===== config.mk =====
export PLATFORM = sky130hd
export DESIGN_NAME = fenced_upload_ring_allocator
export DESIGN_NICKNAME = d
export VERILOG_FILES = /design/src/hdl/fura_pkg.sv /design/src/hdl/fura_div.sv /design/src/hdl/fura_dp.sv /design/src/hdl/fura_ctl.sv /design/src/hdl/fenced_upload_ring_allocator.sv
export SDC_FILE = /design/constraint.sdc
export NUM_CORES = 2
export LEC_CHECK = 0
export ABC_AREA = 0
export BUFFER_PORTS_ARGS = -buffer_cell sky130_fd_sc_hd__buf_2
export CORE_MARGIN = 2
export CORE_UTILIZATION = 30
export DETAILED_ROUTE_END_ITERATION = 7
export GPL_TIMING_DRIVEN = 0
export PLACE_DENSITY = 0.5
export RECOVER_POWER = 50
export SLEW_MARGIN = 20
export SYNTH_ARGS = -nofsm -noshare
export SYNTH_HDL_FRONTEND = slang
export SYNTH_HIERARCHICAL = 1
export SYNTH_SLANG_ARGS = --single-unit

===== constraint.sdc =====
create_clock -name clk -period 16.9 [get_ports clk]
set_input_delay 2.535 -clock clk [delete_from_list [all_inputs] [get_ports clk]]
set_output_delay 2.535 -clock clk [all_outputs]
set_load 0.05 [all_outputs]

===== src/hdl/fura_pkg.sv =====
// Shared widths, status codes and controller/datapath interface types.
package fura_pkg;

  localparam int BYTES_W  = 21;
  localparam int ALIGN_W  = 17;
  localparam int FENCE_W  = 64;
  localparam int OFFSET_W = 20;
  localparam int LIVE_W   = 5;
  localparam int CAND_W   = 23;

  typedef enum logic [2:0] {
    ST_GRANTED     = 3'd0,
    ST_RETIRE_ONLY = 3'd1,
    ST_TOO_LARGE   = 3'd2,
    ST_NO_ROOM     = 3'd3,
    ST_TABLE_FULL  = 3'd4
  } status_t;

  typedef struct packed {
    logic    load;
    logic    rd_oldest;
    logic    rd_scan;
    logic    pop;
    logic    wrap;
    logic    div_start;
    logic    idx_clr;
    logic    idx_inc;
    logic    cand_head;
    logic    cand_zero;
    logic    grant;
    logic    set_status;
    status_t status_code;
    logic    out_load;
  } cmd_t;

  typedef struct packed {
    logic count_zero;
    logic table_full;
    logic n_zero;
    logic too_large;
    logic fence_le;
    logic scan_end;
    logic fits_cap;
    logic overlap;
    logic div_done;
    logic out_free;
  } sts_t;

endpackage


===== src/hdl/fura_div.sv =====
// Bit-serial remainder unit: one restoring step per cycle.
module fura_div #(
  parameter int DVD_W = 21,
  parameter int DIV_W = 17
) (
  input  logic             clk,
  input  logic             rst_n,
  input  logic             start,
  input  logic [DVD_W-1:0] dividend,
  input  logic [DIV_W-1:0] divisor,
  output logic             done,
  output logic [DIV_W-1:0] remainder
);

  localparam int CNT_W = $clog2(DVD_W + 1);

  logic [DIV_W-1:0] rem_r, rem_nxt;
  logic [DVD_W-1:0] dvd_r;
  logic [DIV_W-1:0] dsr_r;
  logic [CNT_W-1:0] cnt_r;
  logic             busy_r;
  logic             done_r;
  logic [DIV_W:0]   trial;

  always_comb begin
    trial = {rem_r, dvd_r[DVD_W-1]};
    if (trial >= {1'b0, dsr_r}) begin
      rem_nxt = DIV_W'(trial - {1'b0, dsr_r});
    end else begin
      rem_nxt = trial[DIV_W-1:0];
    end
  end

  always_ff @(posedge clk) begin
    if (!rst_n) begin
      busy_r <= 1'b0;
      done_r <= 1'b0;
      cnt_r  <= '0;
    end else if (start) begin
      busy_r <= 1'b1;
      done_r <= 1'b0;
      cnt_r  <= '0;
      rem_r  <= '0;
      dvd_r  <= dividend;
      dsr_r  <= divisor;
    end else if (busy_r) begin
      rem_r <= rem_nxt;
      dvd_r <= {dvd_r[DVD_W-2:0], 1'b0};
      cnt_r <= cnt_r + 1'b1;
      if (cnt_r == CNT_W'(DVD_W - 1)) begin
        busy_r <= 1'b0;
        done_r <= 1'b1;
      end
    end
  end

  assign done      = done_r;
  assign remainder = rem_r;

endmodule


===== src/hdl/fura_dp.sv =====
// Datapath: region table memory, head, counters, candidate checks and result register.
module fura_dp #(
  parameter int MAX_REGIONS    = 16,
  parameter int MAX_RING_BYTES = 1048576
) (
  input  logic                           clk,
  input  logic                           rst_n,
  input  logic                           cfg_we,
  input  logic [fura_pkg::BYTES_W-1:0]   cfg_wdata,
  input  logic [fura_pkg::BYTES_W-1:0]   in_request_bytes,
  input  logic [fura_pkg::ALIGN_W-1:0]   in_alignment,
  input  logic [fura_pkg::FENCE_W-1:0]   in_fence_value,
  input  logic [fura_pkg::FENCE_W-1:0]   in_completed_fence,
  input  fura_pkg::cmd_t                 cmd,
  output fura_pkg::sts_t                 sts,
  output logic                           out_valid,
  input  logic                           out_ready,
  output logic [2:0]                     out_status,
  output logic [fura_pkg::OFFSET_W-1:0]  out_grant_offset,
  output logic [fura_pkg::LIVE_W-1:0]    out_live_regions,
  output logic [fura_pkg::BYTES_W-1:0]   out_live_bytes
);

  localparam int IW  = (MAX_REGIONS > 1) ? $clog2(MAX_REGIONS) : 1;
  localparam int CW  = $clog2(MAX_REGIONS + 1);
  localparam int SW  = ((IW > CW) ? IW : CW) + 1;
  localparam int BW  = fura_pkg::BYTES_W;
  localparam int AW  = fura_pkg::ALIGN_W;
  localparam int FW  = fura_pkg::FENCE_W;
  localparam int KW  = fura_pkg::CAND_W;
  localparam logic [24:0] MAX_BYTES = 25'(MAX_RING_BYTES);

  function automatic logic [IW-1:0] slot_of(input logic [IW-1:0] base,
                                            input logic [CW-1:0] off);
    logic [SW-1:0] s;
    s = SW'(base) + SW'(off);
    if (s >= SW'(MAX_REGIONS)) begin
      s = s - SW'(MAX_REGIONS);
    end
    return s[IW-1:0];
  endfunction

  logic [BW-1:0] start_mem [MAX_REGIONS];
  logic [BW-1:0] len_mem   [MAX_REGIONS];
  logic [FW-1:0] fence_mem [MAX_REGIONS];

  logic [BW-1:0]             cap_r, head_r, total_r;
  logic [IW-1:0]             oldest_r;
  logic [CW-1:0]             count_r, idx_r;
  logic [BW-1:0]             n_r;
  logic [AW-1:0]             align_r;
  logic [FW-1:0]             fence_r, done_r;
  logic [KW-1:0]             cand_r;
  fura_pkg::status_t         status_r;
  logic [fura_pkg::OFFSET_W-1:0] offset_r;
  logic [BW-1:0]             rd_start_r, rd_len_r;
  logic [FW-1:0]             rd_fence_r;
  logic                      out_valid_r;
  logic [2:0]                out_status_r;
  logic [fura_pkg::OFFSET_W-1:0] out_offset_r;
  logic [fura_pkg::LIVE_W-1:0]   out_regions_r;
  logic [BW-1:0]             out_bytes_r;

  logic [IW-1:0] rd_addr, wr_addr;
  logic [BW-1:0] cfg_cap;
  logic          div_done;
  logic [AW-1:0] div_rem;
  logic [KW-1:0] cand_end, rd_end, head_round;

  fura_div #(.DVD_W(BW), .DIV_W(AW)) u_div (
    .clk       (clk),
    .rst_n     (rst_n),
    .start     (cmd.div_start),
    .dividend  (head_r),
    .divisor   (align_r),
    .done      (div_done),
    .remainder (div_rem)
  );

  always_comb begin
    rd_addr  = cmd.rd_oldest ? oldest_r : slot_of(oldest_r, idx_r);
    wr_addr  = slot_of(oldest_r, count_r);
    cfg_cap  = (25'(cfg_wdata) > MAX_BYTES) ? MAX_BYTES[BW-1:0] : cfg_wdata;
    cand_end = cand_r + KW'(n_r);
    rd_end   = KW'(rd_start_r) + KW'(rd_len_r);
    // Rounding up needs no adjustment when the alignment is trivial or already met.
    if (align_r <= AW'(1) || div_rem == '0) begin
      head_round = KW'(head_r);
    end else begin
      head_round = KW'(head_r) + KW'(align_r) - KW'(div_rem);
    end

    sts.count_zero = (count_r == '0);
    sts.table_full = (count_r >= CW'(MAX_REGIONS));
    sts.n_zero     = (n_r == '0);
    sts.too_large  = (n_r > cap_r);
    sts.fence_le   = (rd_fence_r <= done_r);
    sts.scan_end   = (idx_r == count_r);
    sts.fits_cap   = (cand_end <= KW'(cap_r));
    sts.overlap    = (cand_r < rd_end) && (KW'(rd_start_r) < cand_end);
    sts.div_done   = div_done;
    sts.out_free   = !out_valid_r || out_ready;
  end

  always_ff @(posedge clk) begin
    if (cmd.rd_oldest || cmd.rd_scan) begin
      rd_start_r <= start_mem[rd_addr];
      rd_len_r   <= len_mem[rd_addr];
      rd_fence_r <= fence_mem[rd_addr];
    end
    if (cmd.grant) begin
      start_mem[wr_addr] <= cand_r[BW-1:0];
      len_mem[wr_addr]   <= n_r;
      fence_mem[wr_addr] <= fence_r;
    end
  end

  always_ff @(posedge clk) begin
    if (cmd.load) begin
      n_r     <= in_request_bytes;
      align_r <= in_alignment;
      fence_r <= in_fence_value;
      done_r  <= in_completed_fence;
    end
    if (cmd.cand_head) begin
      cand_r <= head_round;
    end else if (cmd.cand_zero) begin
      cand_r <= '0;
    end
    if (cmd.idx_clr) begin
      idx_r <= '0;
    end else if (cmd.idx_inc) begin
      idx_r <= idx_r + 1'b1;
    end
    if (cmd.grant) begin
      status_r <= fura_pkg::ST_GRANTED;
      offset_r <= cand_r[fura_pkg::OFFSET_W-1:0];
    end else if (cmd.set_status) begin
      status_r <= cmd.status_code;
      offset_r <= '0;
    end
    if (cmd.out_load) begin
      out_status_r  <= status_r;
      out_offset_r  <= offset_r;
      out_regions_r <= fura_pkg::LIVE_W'(count_r);
      out_bytes_r   <= total_r;
    end
  end

  always_ff @(posedge clk) begin
    if (!rst_n) begin
      cap_r       <= BW'(65536);
      head_r      <= '0;
      total_r     <= '0;
      oldest_r    <= '0;
      count_r     <= '0;
      out_valid_r <= 1'b0;
    end else begin
      if (cfg_we) begin
        // A capacity write restarts the ring from empty.
        cap_r    <= cfg_cap;
        head_r   <= '0;
        total_r  <= '0;
        oldest_r <= '0;
        count_r  <= '0;
      end else if (cmd.pop) begin
        oldest_r <= slot_of(oldest_r, CW'(1));
        count_r  <= count_r - 1'b1;
        total_r  <= total_r - rd_len_r;
      end else if (cmd.wrap) begin
        if (count_r == '0 && head_r == cap_r) begin
          head_r <= '0;
        end
      end else if (cmd.grant) begin
        count_r <= count_r + 1'b1;
        head_r  <= cand_end[BW-1:0];
        total_r <= total_r + n_r;
      end
      if (cmd.out_load) begin
        out_valid_r <= 1'b1;
      end else if (out_ready) begin
        out_valid_r <= 1'b0;
      end
    end
  end

  assign out_valid        = out_valid_r;
  assign out_status       = out_status_r;
  assign out_grant_offset = out_offset_r;
  assign out_live_regions = out_regions_r;
  assign out_live_bytes   = out_bytes_r;

endmodule


===== src/hdl/fura_ctl.sv =====
// Controller: sequences retire walk, rounding, overlap scans and the grant.
module fura_ctl (
  input  logic           clk,
  input  logic           rst_n,
  input  logic           in_valid,
  output logic           in_ready,
  input  fura_pkg::sts_t sts,
  output fura_pkg::cmd_t cmd
);

  typedef enum logic [3:0] {
    S_IDLE, S_RET_CHK, S_RET_EV, S_WRAP, S_CLASS, S_DIV,
    S_CHK, S_CHK_EV, S_FAIL, S_GRANT, S_FINISH
  } state_t;

  state_t state_r, state_nxt;
  logic   second_r, second_nxt;

  always_comb begin
    cmd         = '0;
    state_nxt   = state_r;
    second_nxt  = second_r;
    in_ready    = (state_r == S_IDLE);
    unique case (state_r)
      S_IDLE: begin
        if (in_valid) begin
          cmd.load  = 1'b1;
          state_nxt = S_RET_CHK;
        end
      end
      S_RET_CHK: begin
        if (sts.count_zero) begin
          state_nxt = S_WRAP;
        end else begin
          cmd.rd_oldest = 1'b1;
          state_nxt     = S_RET_EV;
        end
      end
      S_RET_EV: begin
        if (sts.fence_le) begin
          cmd.pop   = 1'b1;
          state_nxt = S_RET_CHK;
        end else begin
          state_nxt = S_WRAP;
        end
      end
      S_WRAP: begin
        cmd.wrap  = 1'b1;
        state_nxt = S_CLASS;
      end
      S_CLASS: begin
        priority if (sts.n_zero) begin
          cmd.set_status  = 1'b1;
          cmd.status_code = fura_pkg::ST_RETIRE_ONLY;
          state_nxt       = S_FINISH;
        end else if (sts.too_large) begin
          cmd.set_status  = 1'b1;
          cmd.status_code = fura_pkg::ST_TOO_LARGE;
          state_nxt       = S_FINISH;
        end else if (sts.table_full) begin
          cmd.set_status  = 1'b1;
          cmd.status_code = fura_pkg::ST_TABLE_FULL;
          state_nxt       = S_FINISH;
        end else begin
          cmd.div_start = 1'b1;
          second_nxt    = 1'b0;
          state_nxt     = S_DIV;
        end
      end
      S_DIV: begin
        if (sts.div_done) begin
          cmd.cand_head = 1'b1;
          cmd.idx_clr   = 1'b1;
          state_nxt     = S_CHK;
        end
      end
      S_CHK: begin
        priority if (!sts.fits_cap) begin
          state_nxt = S_FAIL;
        end else if (sts.scan_end) begin
          state_nxt = S_GRANT;
        end else begin
          cmd.rd_scan = 1'b1;
          state_nxt   = S_CHK_EV;
        end
      end
      S_CHK_EV: begin
        if (sts.overlap) begin
          state_nxt = S_FAIL;
        end else begin
          cmd.idx_inc = 1'b1;
          state_nxt   = S_CHK;
        end
      end
      S_FAIL: begin
        // The second try is at offset zero, which every alignment accepts.
        if (!second_r) begin
          second_nxt    = 1'b1;
          cmd.cand_zero = 1'b1;
          cmd.idx_clr   = 1'b1;
          state_nxt     = S_CHK;
        end else begin
          cmd.set_status  = 1'b1;
          cmd.status_code = fura_pkg::ST_NO_ROOM;
          state_nxt       = S_FINISH;
        end
      end
      S_GRANT: begin
        cmd.grant = 1'b1;
        state_nxt = S_FINISH;
      end
      S_FINISH: begin
        if (sts.out_free) begin
          cmd.out_load = 1'b1;
          state_nxt    = S_IDLE;
        end
      end
      default: begin
        state_nxt = S_IDLE;
      end
    endcase
  end

  always_ff @(posedge clk) begin
    if (!rst_n) begin
      state_r  <= S_IDLE;
      second_r <= 1'b0;
    end else begin
      state_r  <= state_nxt;
      second_r <= second_nxt;
    end
  end

endmodule


===== src/hdl/fenced_upload_ring_allocator.sv =====
// Fenced upload ring allocator: top level joining controller and datapath.
// Each request first retires, oldest first, the regions whose fence value is at most the
// completed fence, and the retire walk stops at a region that is still in flight. The head
// is then rounded up to the alignment, and each placement try reads the live regions one
// by one through the single read port of the region table to check them for overlap. A
// retire-only, too-large or table-full request skips the rounding and the scans. The
// 21-step bit-serial remainder unit does the rounding. A new request is taken once the
// previous result is in the output register.
module fenced_upload_ring_allocator #(
  parameter int MAX_REGIONS    = 16,
  parameter int MAX_RING_BYTES = 1048576
) (
  input  logic                                clk,
  input  logic                                rst_n,
  input  logic                                cfg_we,
  input  logic [fura_pkg::BYTES_W-1:0]        cfg_wdata,
  input  logic                                in_valid,
  output logic                                in_ready,
  input  logic [fura_pkg::BYTES_W-1:0]        in_request_bytes,
  input  logic [fura_pkg::ALIGN_W-1:0]        in_alignment,
  input  logic [fura_pkg::FENCE_W-1:0]        in_fence_value,
  input  logic [fura_pkg::FENCE_W-1:0]        in_completed_fence,
  output logic                                out_valid,
  input  logic                                out_ready,
  output logic [2:0]                          out_status,
  output logic [fura_pkg::OFFSET_W-1:0]       out_grant_offset,
  output logic [fura_pkg::LIVE_W-1:0]         out_live_regions,
  output logic [fura_pkg::BYTES_W-1:0]        out_live_bytes
);

  fura_pkg::cmd_t cmd;
  fura_pkg::sts_t sts;

  fura_ctl u_ctl (
    .clk      (clk),
    .rst_n    (rst_n),
    .in_valid (in_valid),
    .in_ready (in_ready),
    .sts      (sts),
    .cmd      (cmd)
  );

  fura_dp #(
    .MAX_REGIONS    (MAX_REGIONS),
    .MAX_RING_BYTES (MAX_RING_BYTES)
  ) u_dp (
    .clk                (clk),
    .rst_n              (rst_n),
    .cfg_we             (cfg_we),
    .cfg_wdata          (cfg_wdata),
    .in_request_bytes   (in_request_bytes),
    .in_alignment       (in_alignment),
    .in_fence_value     (in_fence_value),
    .in_completed_fence (in_completed_fence),
    .cmd                (cmd),
    .sts                (sts),
    .out_valid          (out_valid),
    .out_ready          (out_ready),
    .out_status         (out_status),
    .out_grant_offset   (out_grant_offset),
    .out_live_regions   (out_live_regions),
    .out_live_bytes     (out_live_bytes)
  );

  a_busy_after_accept: assert property (@(posedge clk) disable iff (!rst_n)
    (in_valid && in_ready) |=> !in_ready)
    else $error("request accepted while a previous one is in progress");

  a_no_offset_unless_granted: assert property (@(posedge clk) disable iff (!rst_n)
    (out_valid && out_status != fura_pkg::ST_GRANTED) |-> (out_grant_offset == '0))
    else $error("nonzero offset on a request that was not granted");

  a_granted_has_bytes: assert property (@(posedge clk) disable iff (!rst_n)
    (out_valid && out_status == fura_pkg::ST_GRANTED) |-> (out_live_bytes != '0))
    else $error("granted request leaves no bytes in flight");

  a_pop_needs_entry: assert property (@(posedge clk) disable iff (!rst_n)
    cmd.pop |-> !sts.count_zero)
    else $error("retire issued on an empty region table");

endmodule

Yosys cells after proc, flatten, opt, wreduce, memory -nomap -nowiden
Memories as Yosys holds them, arrays and structs flattened. A register that Yosys moved wholly into a read port is not among the register bits. Cells that the tools add are included. Widths: inputs -> output; s select.

Memories kept: 3. Input bits: 192. Memory bits (writable): 1696. Word-level logic and storage cells: 183. Register bits: 406.

Magnitude comparators: 12. Reductions and logical operators: 26. Multiplexer cells: 76. Bitwise logic cells: 2. Add/sub/neg operators: 17. Equality and inequality tests: 21.

Memories: u_dp.fence_mem (words 16, bits a word 64, read ports 1, clocked after Yosys merged registers in 1, wr ports 1, line fura_dp.sv:45) `logic [FW-1:0] fence_mem [MAX_REGIONS];`; u_dp.len_mem (words 16, bits a word 21, read ports 1, clocked after Yosys merged registers in 1, wr ports 1, line fura_dp.sv:44) `logic [BW-1:0] len_mem [MAX_REGIONS];`; u_dp.start_mem (words 16, bits a word 21, read ports 1, clocked after Yosys merged registers in 1, wr ports 1, line fura_dp.sv:43) `logic [BW-1:0] start_mem [MAX_REGIONS];`.

Operators with widths (number): $mux 21 (9); $mux 4 (18); $mux 23 (3); $le 64x64->1 (1); $pmux 4 s11 (1); $mux 20 (2); $mux 1 (34); $mux 17 (2); $add 23x21->23 (1); $le 23x21->1 (1); $lt 21x23->1 (1); $lt 23x23->1 (1); $sub 22x17->23 (1); $add 21x17->22 (1); $add 21x21->22 (1); $add 21x21->21 (1); $eq 21x21->1 (1); $gt 21x21->1 (1); $gt 21x21->1 const B (1); $logic_not 21->1 (1); $sub 21x21->21 (1); $ge 18x17->1 (1); $le 17x1->1 const B (1); $logic_not 17->1 (1); other kinds (31) (68).

Depth between registers and ports, before layout
Depth in word-level cells: 7. Gate-level depth with buffers: 28. Gate-level depth less buffers: 26.

By module
Netlist, hierarchy kept.

Modules (own cells, without submodules): fura_dp (area an instance 89807.4 sq um, sequential area each 63480.9 sq um, instances 1, cells each 6522); fura_div (area an instance 3494.6 sq um, sequential area each 1791.7 sq um, instances 1, cells each 310); fura_ctl (area an instance 558.0 sq um, sequential area each 100.1 sq um, instances 1, cells each 84).

Worst setup path before layout
No wires, ideal clock.

Kind: in2reg. Start point: in in_valid. End point: reg u_dp.align_r[0] (enable). Data arrival time: 6.369 ns. Stages on the path: 1. Path buffers: 0. Path slack: 9.983 ns. Path through: and3_1.

Cells in the longest elaborated chain, start to end: 2.

Ends and longest elaborated chain: from (decl) (line fenced_upload_ring_allocator.sv:17) `input logic in_valid,`; $mux 1 (line fura_ctl.sv:26) `if (in_valid) begin`; $mux 1 (line fura_ctl.sv:24) `unique case (state_r)`; to (signal assigned) (line fura_dp.sv:121) `align_r <= in_alignment;`; to (decl) (line fura_dp.sv:51) `logic [AW-1:0] align_r;`.

No other way between the ends. A chain may end at the register's enable or synchronous reset.

==> key figures <==
Run status
  – Run status: finished with violations
  – Violations in the final reports: capacitance limit, slew limit

STA
  – Relative slew slack: -0.682
  – Setup skew after layout: 0.0921 ns
  – Setup TNS after final layout: 0 ns
  – Final Max Tran Viols: 183
  – Transition time of the tightest slew-check pin: 2.52 ns
  – Hold violation total from the final report: 0
  – Maximum clock frequency: 117 MHz
  – Worst hold margin: 0.415 ns
  – Shortest period the worst path allows: 8.56 ns
  – Setup repair after global routing missed its margin: false
  – Period utilisation layout: 0.507
  – Setup-failing EPs final: 0

Setup path
  – Data required time of the critical path: 17.64 ns
  – Critical Path End Type: flop
  – Critical Path Start Type: flop
  – Arrival time at the worst endpoint: 9.31 ns
  – Source of the critical timing path: u_dp/rd_fence_r[31]
  – Worst R2R Path Depth: 27
  – Reg-to-reg startpoint: u_dp/rd_fence_r[31]
  – Crit. path cell count: 27
  – Delay of the slowest critical-path stage: 0.61 ns
  – Worst setup endpoint: u_dp/total_r[20]
  – Most frequent cell on the critical path: a21oi_1
  – Cell with the largest stage delay on the worst path: or4_1
  – Critical register-to-register path endpoint: u_dp/total_r[20]
  – Class of the most critical setup path: flop to flop
  – Family with the most delay on the worst path: compound AO/OA/AOI/OAI gates
  – Max Fanout on Critical Path: 10
  – Internal reg-to-reg setup slack: 8.34 ns
  – Bufs and invs on worst path: 5

Detailed routing
  – WL/cell: 24.3 um
  – Average via count per standard cell: 5.09
  – Initial DRT Pass Iterations: 8
  – Count of routing violations after the opening detailed-route iteration: 5806
  – Vias post-DR: 60459
  – Final ANT Viol Nets: 0
  – DR DRC count: 0
  – Detailed-route wire length: 289 mm

CTS
  – Number of cells upsized or downsized after cts: 0
  – Cts bufs inserted: 240
  – Clk Latency, worst-skew pair: 0.94 ns
  – Maximum root-to-sink buffer count: 4
  – Hold bufs inserted after CTS: 0
  – Clk root buf: clkbuf_16
  – TritonCTS clock tree: yes
  – Number of clock sinks seen by CTS: 2208
  – Post-CTS setup-driven buffer insertion count: 0
  – Clock transition at the register clock pins on the worst setup and hold paths after CTS: 0.06 ns
  – Number of levels the H-tree was split into: 4

Pwr
  – Internal power component: 9.79 mW
  – Clock share of power: 0.389
  – Net Sw Power: 3.56 mW
  – Power density relative to cell area: 121 nW/um2
  – Comb pwr share: 0.130
  – Part of the power in registers: 0.480
  – Share of total power consumed by net switching: 0.266
  – LEAKAGE: 36.8 nW
  – Peak VDD IR: 0.0878 mV

Global route
  – Number of antenna violations at the first check in global routing: 41
  – Largest net degree at the start of global routing: 51
  – Global-route wire length before repair: 416 mm
  – Vias in the first global route: 59039
  – GRT overflow: 0
  – GRT Total Usage: 0.178

Synth
  – Sequential fraction of the synthesis area: 0.696
  – Count of warnings emitted by yosys: 6
  – Number of synthesized flops with an enable pin: 2115
  – Post-synthesis sequential element count: 2208
  – Leading register cell type out of synthesis: edfxtp_1
  – Number of distinct library cells after synthesis: 89
  – Share of synthesized flip-flops with an asynchronous set or reset: 0
  – Number of nets in the synthesized netlist: 7395
  – Count of mapped cells out of synthesis: 6916
  – Combined area of all synthesized cells: 93900 um2
  – Mean Syn Cell Area: 13.6 um2

Layout
  – Layout net count: 8013
  – Fraction of final layout cells sized beyond drive strength 1: 0.101
  – Area growth, synth to finish: 18.0%

Die
  – Die W: 563 um
  – Area of the core: 312000 um2
  – Vertical die dimension: 563 um
  – Number of standard-cell rows in the floorplan: 205
  – Number of top-level design ports: 243
  – Initial standard-cell utilization of the core: 0.301
  – Die Area: 317000 um2

Job
  – Max Cap Violations: 10

Placement
  – Detailed-placement wirelength estimate: 211 mm
  – Weighted congestion reported at the end of routability-driven placement: 0.851
  – Port-buffer cells: 242

Hold path
  – Class of the tightest hold or removal check: flop to flop
-- flip-flops by register name (all words and copies together), names as in the netlist, 20 cells and up --
signal / cells
u_dp/done_r: 64
u_dp/out_live_bytes: 21
u_dp/len_mem: 336
u_dp/fence_r: 64
u_dp/head_r: 21
u_dp/u_div/dvd_r: 21
u_dp/rd_len_r: 21
u_dp/cand_r: 23
u_dp/rd_fence_r: 64
u_dp/fence_mem: 1024
u_dp/rd_start_r: 21
u_dp/start_mem: 336
u_dp/n_r: 21
u_dp/offset_r: 20
u_dp/total_r: 21
u_dp/cap_r: 21
u_dp/out_grant_offset: 20
-- power by group through the flow --
stage	sequential [mW]	clock [mW]	combinational [mW]
3_5_place_dp	6.54	0	1.74
6_report	6.41	5.20	1.74
4_1_cts	6.42	5.33	1.75
3_3_place_gp	6.57	0	1.64
5_1_grt	6.43	5.54	1.92
2_1_floorplan	6.43	0	1.03
-- how the worst min path moves through the flow --
| stage | start | to | slack [ns] | depth (start not counted) |
|---|---|---|---|---|
| 2_1_floorplan | u_dp/offset_r[0] | u_dp/out_grant_offset[0] | 0.40 | 0 |
| 3_3_place_gp | u_dp/offset_r[10] | u_dp/out_grant_offset[10] | 0.41 | 0 |
| 3_5_place_dp | u_dp/offset_r[17] | u_dp/out_grant_offset[17] | 0.41 | 0 |
| 4_1_cts | u_dp/offset_r[17] | u_dp/out_grant_offset[17] | 0.42 | 0 |
| 5_1_grt | u_dp/offset_r[17] | u_dp/out_grant_offset[17] | 0.42 | 0 |
| 6_report | u_dp/offset_r[17] | u_dp/out_grant_offset[17] | 0.41 | 0 |
-- per-stage QoR --
stage	utilization	cells	area [um2]	power, mW	setup slack [ns]
6_report	0.355	11878	111000	13.3	8.34
5_1_grt	0.355	11873	111000	13.9	7.85
4_1_cts	0.356	11866	111000	13.5	8.20
3_3_place_gp	0.322	11298	100000	8.21	5.45
2_1_floorplan	-	6916	93900	7.47	9.98
3_5_place_dp	0.332	11426	103000	8.28	8.32
-- synthesized netlist by cell type, types with 55 or more instances --
library cell,number,share of area
and2_1,462,0.031
edfxtp_1,2115,0.68
nand2_1,1015,0.041
a211oi_1,552,0.044
inv_1,246,0.0098
dfxtp_1,93,0.020
a31oi_1,225,0.015
clkbuf_1,368,0.015
ha_1,263,0.035
nor2_1,154,0.0062
o21ai_0,101,0.0054
a21oi_1,376,0.020
xnor2_1,80,0.0075
a311oi_1,213,0.020
xor2_1,55,0.0051
a21o_1,66,0.0053
-- layout make-up --
class	instances	area [um2]
Clock inverter	137	1390
Fill cell	29959	201000
Multi-Input combinational cell	4060	26100
Inverter	247	927
Sequential cell	2208	65400
Buffer	401	1570
Clock buffer	303	6340
Timing Repair Buffer	376	3820
Tap cell	4140	5180
Antenna cell	6	15.0
-- metal layers --
layer / routed length [um] / GRT usage
met1: 133000 / 0.258
met2: 129000 / 0.276
met3: 18900 / 0.0276
met4: 7640 / 0.0473
met5: 24 / 0
-- cell families after synthesis --
| family | share of synthesized area |
|---|---|
| muxes | 0.00401 |
| and+or+nand+nor | 0.0957 |
| DFF | 0.696 |
| buffers and inverters | 0.0262 |
| AOI/OAI and AO/OA | 0.125 |
| adders and majority gates | 0.0402 |
| xor gates and xnor gates | 0.0126 |
-- cells in the final DEF (no fill, tap or decap), types with 55 or more instances in the layout --
| cell | netlist | layout |
|---|---|---|
| a31oi_1 | 225 | 224 |
| ha_1 | 263 | 263 |
| a21o_1 | 66 | 66 |
| inv_1 | 246 | 246 |
| a211oi_1 | 552 | 551 |
| and2_1 | 462 | 442 |
| xnor2_1 | 80 | 79 |
| nor2_1 | 154 | 145 |
| clkbuf_16 | 0 | 243 |
| edfxtp_1 | 2115 | 2115 |
| a21oi_1 | 376 | 376 |
| o21ai_0 | 101 | 100 |
| dfxtp_1 | 93 | 93 |
| nand2_1 | 1015 | 1015 |
| clkbuf_1 | 368 | 439 |
| buf_2 | 8 | 230 |
| buf_12 | 0 | 66 |
| a311oi_1 | 213 | 213 |
| xor2_1 | 55 | 55 |
Power figures use the tool's default switching activity.
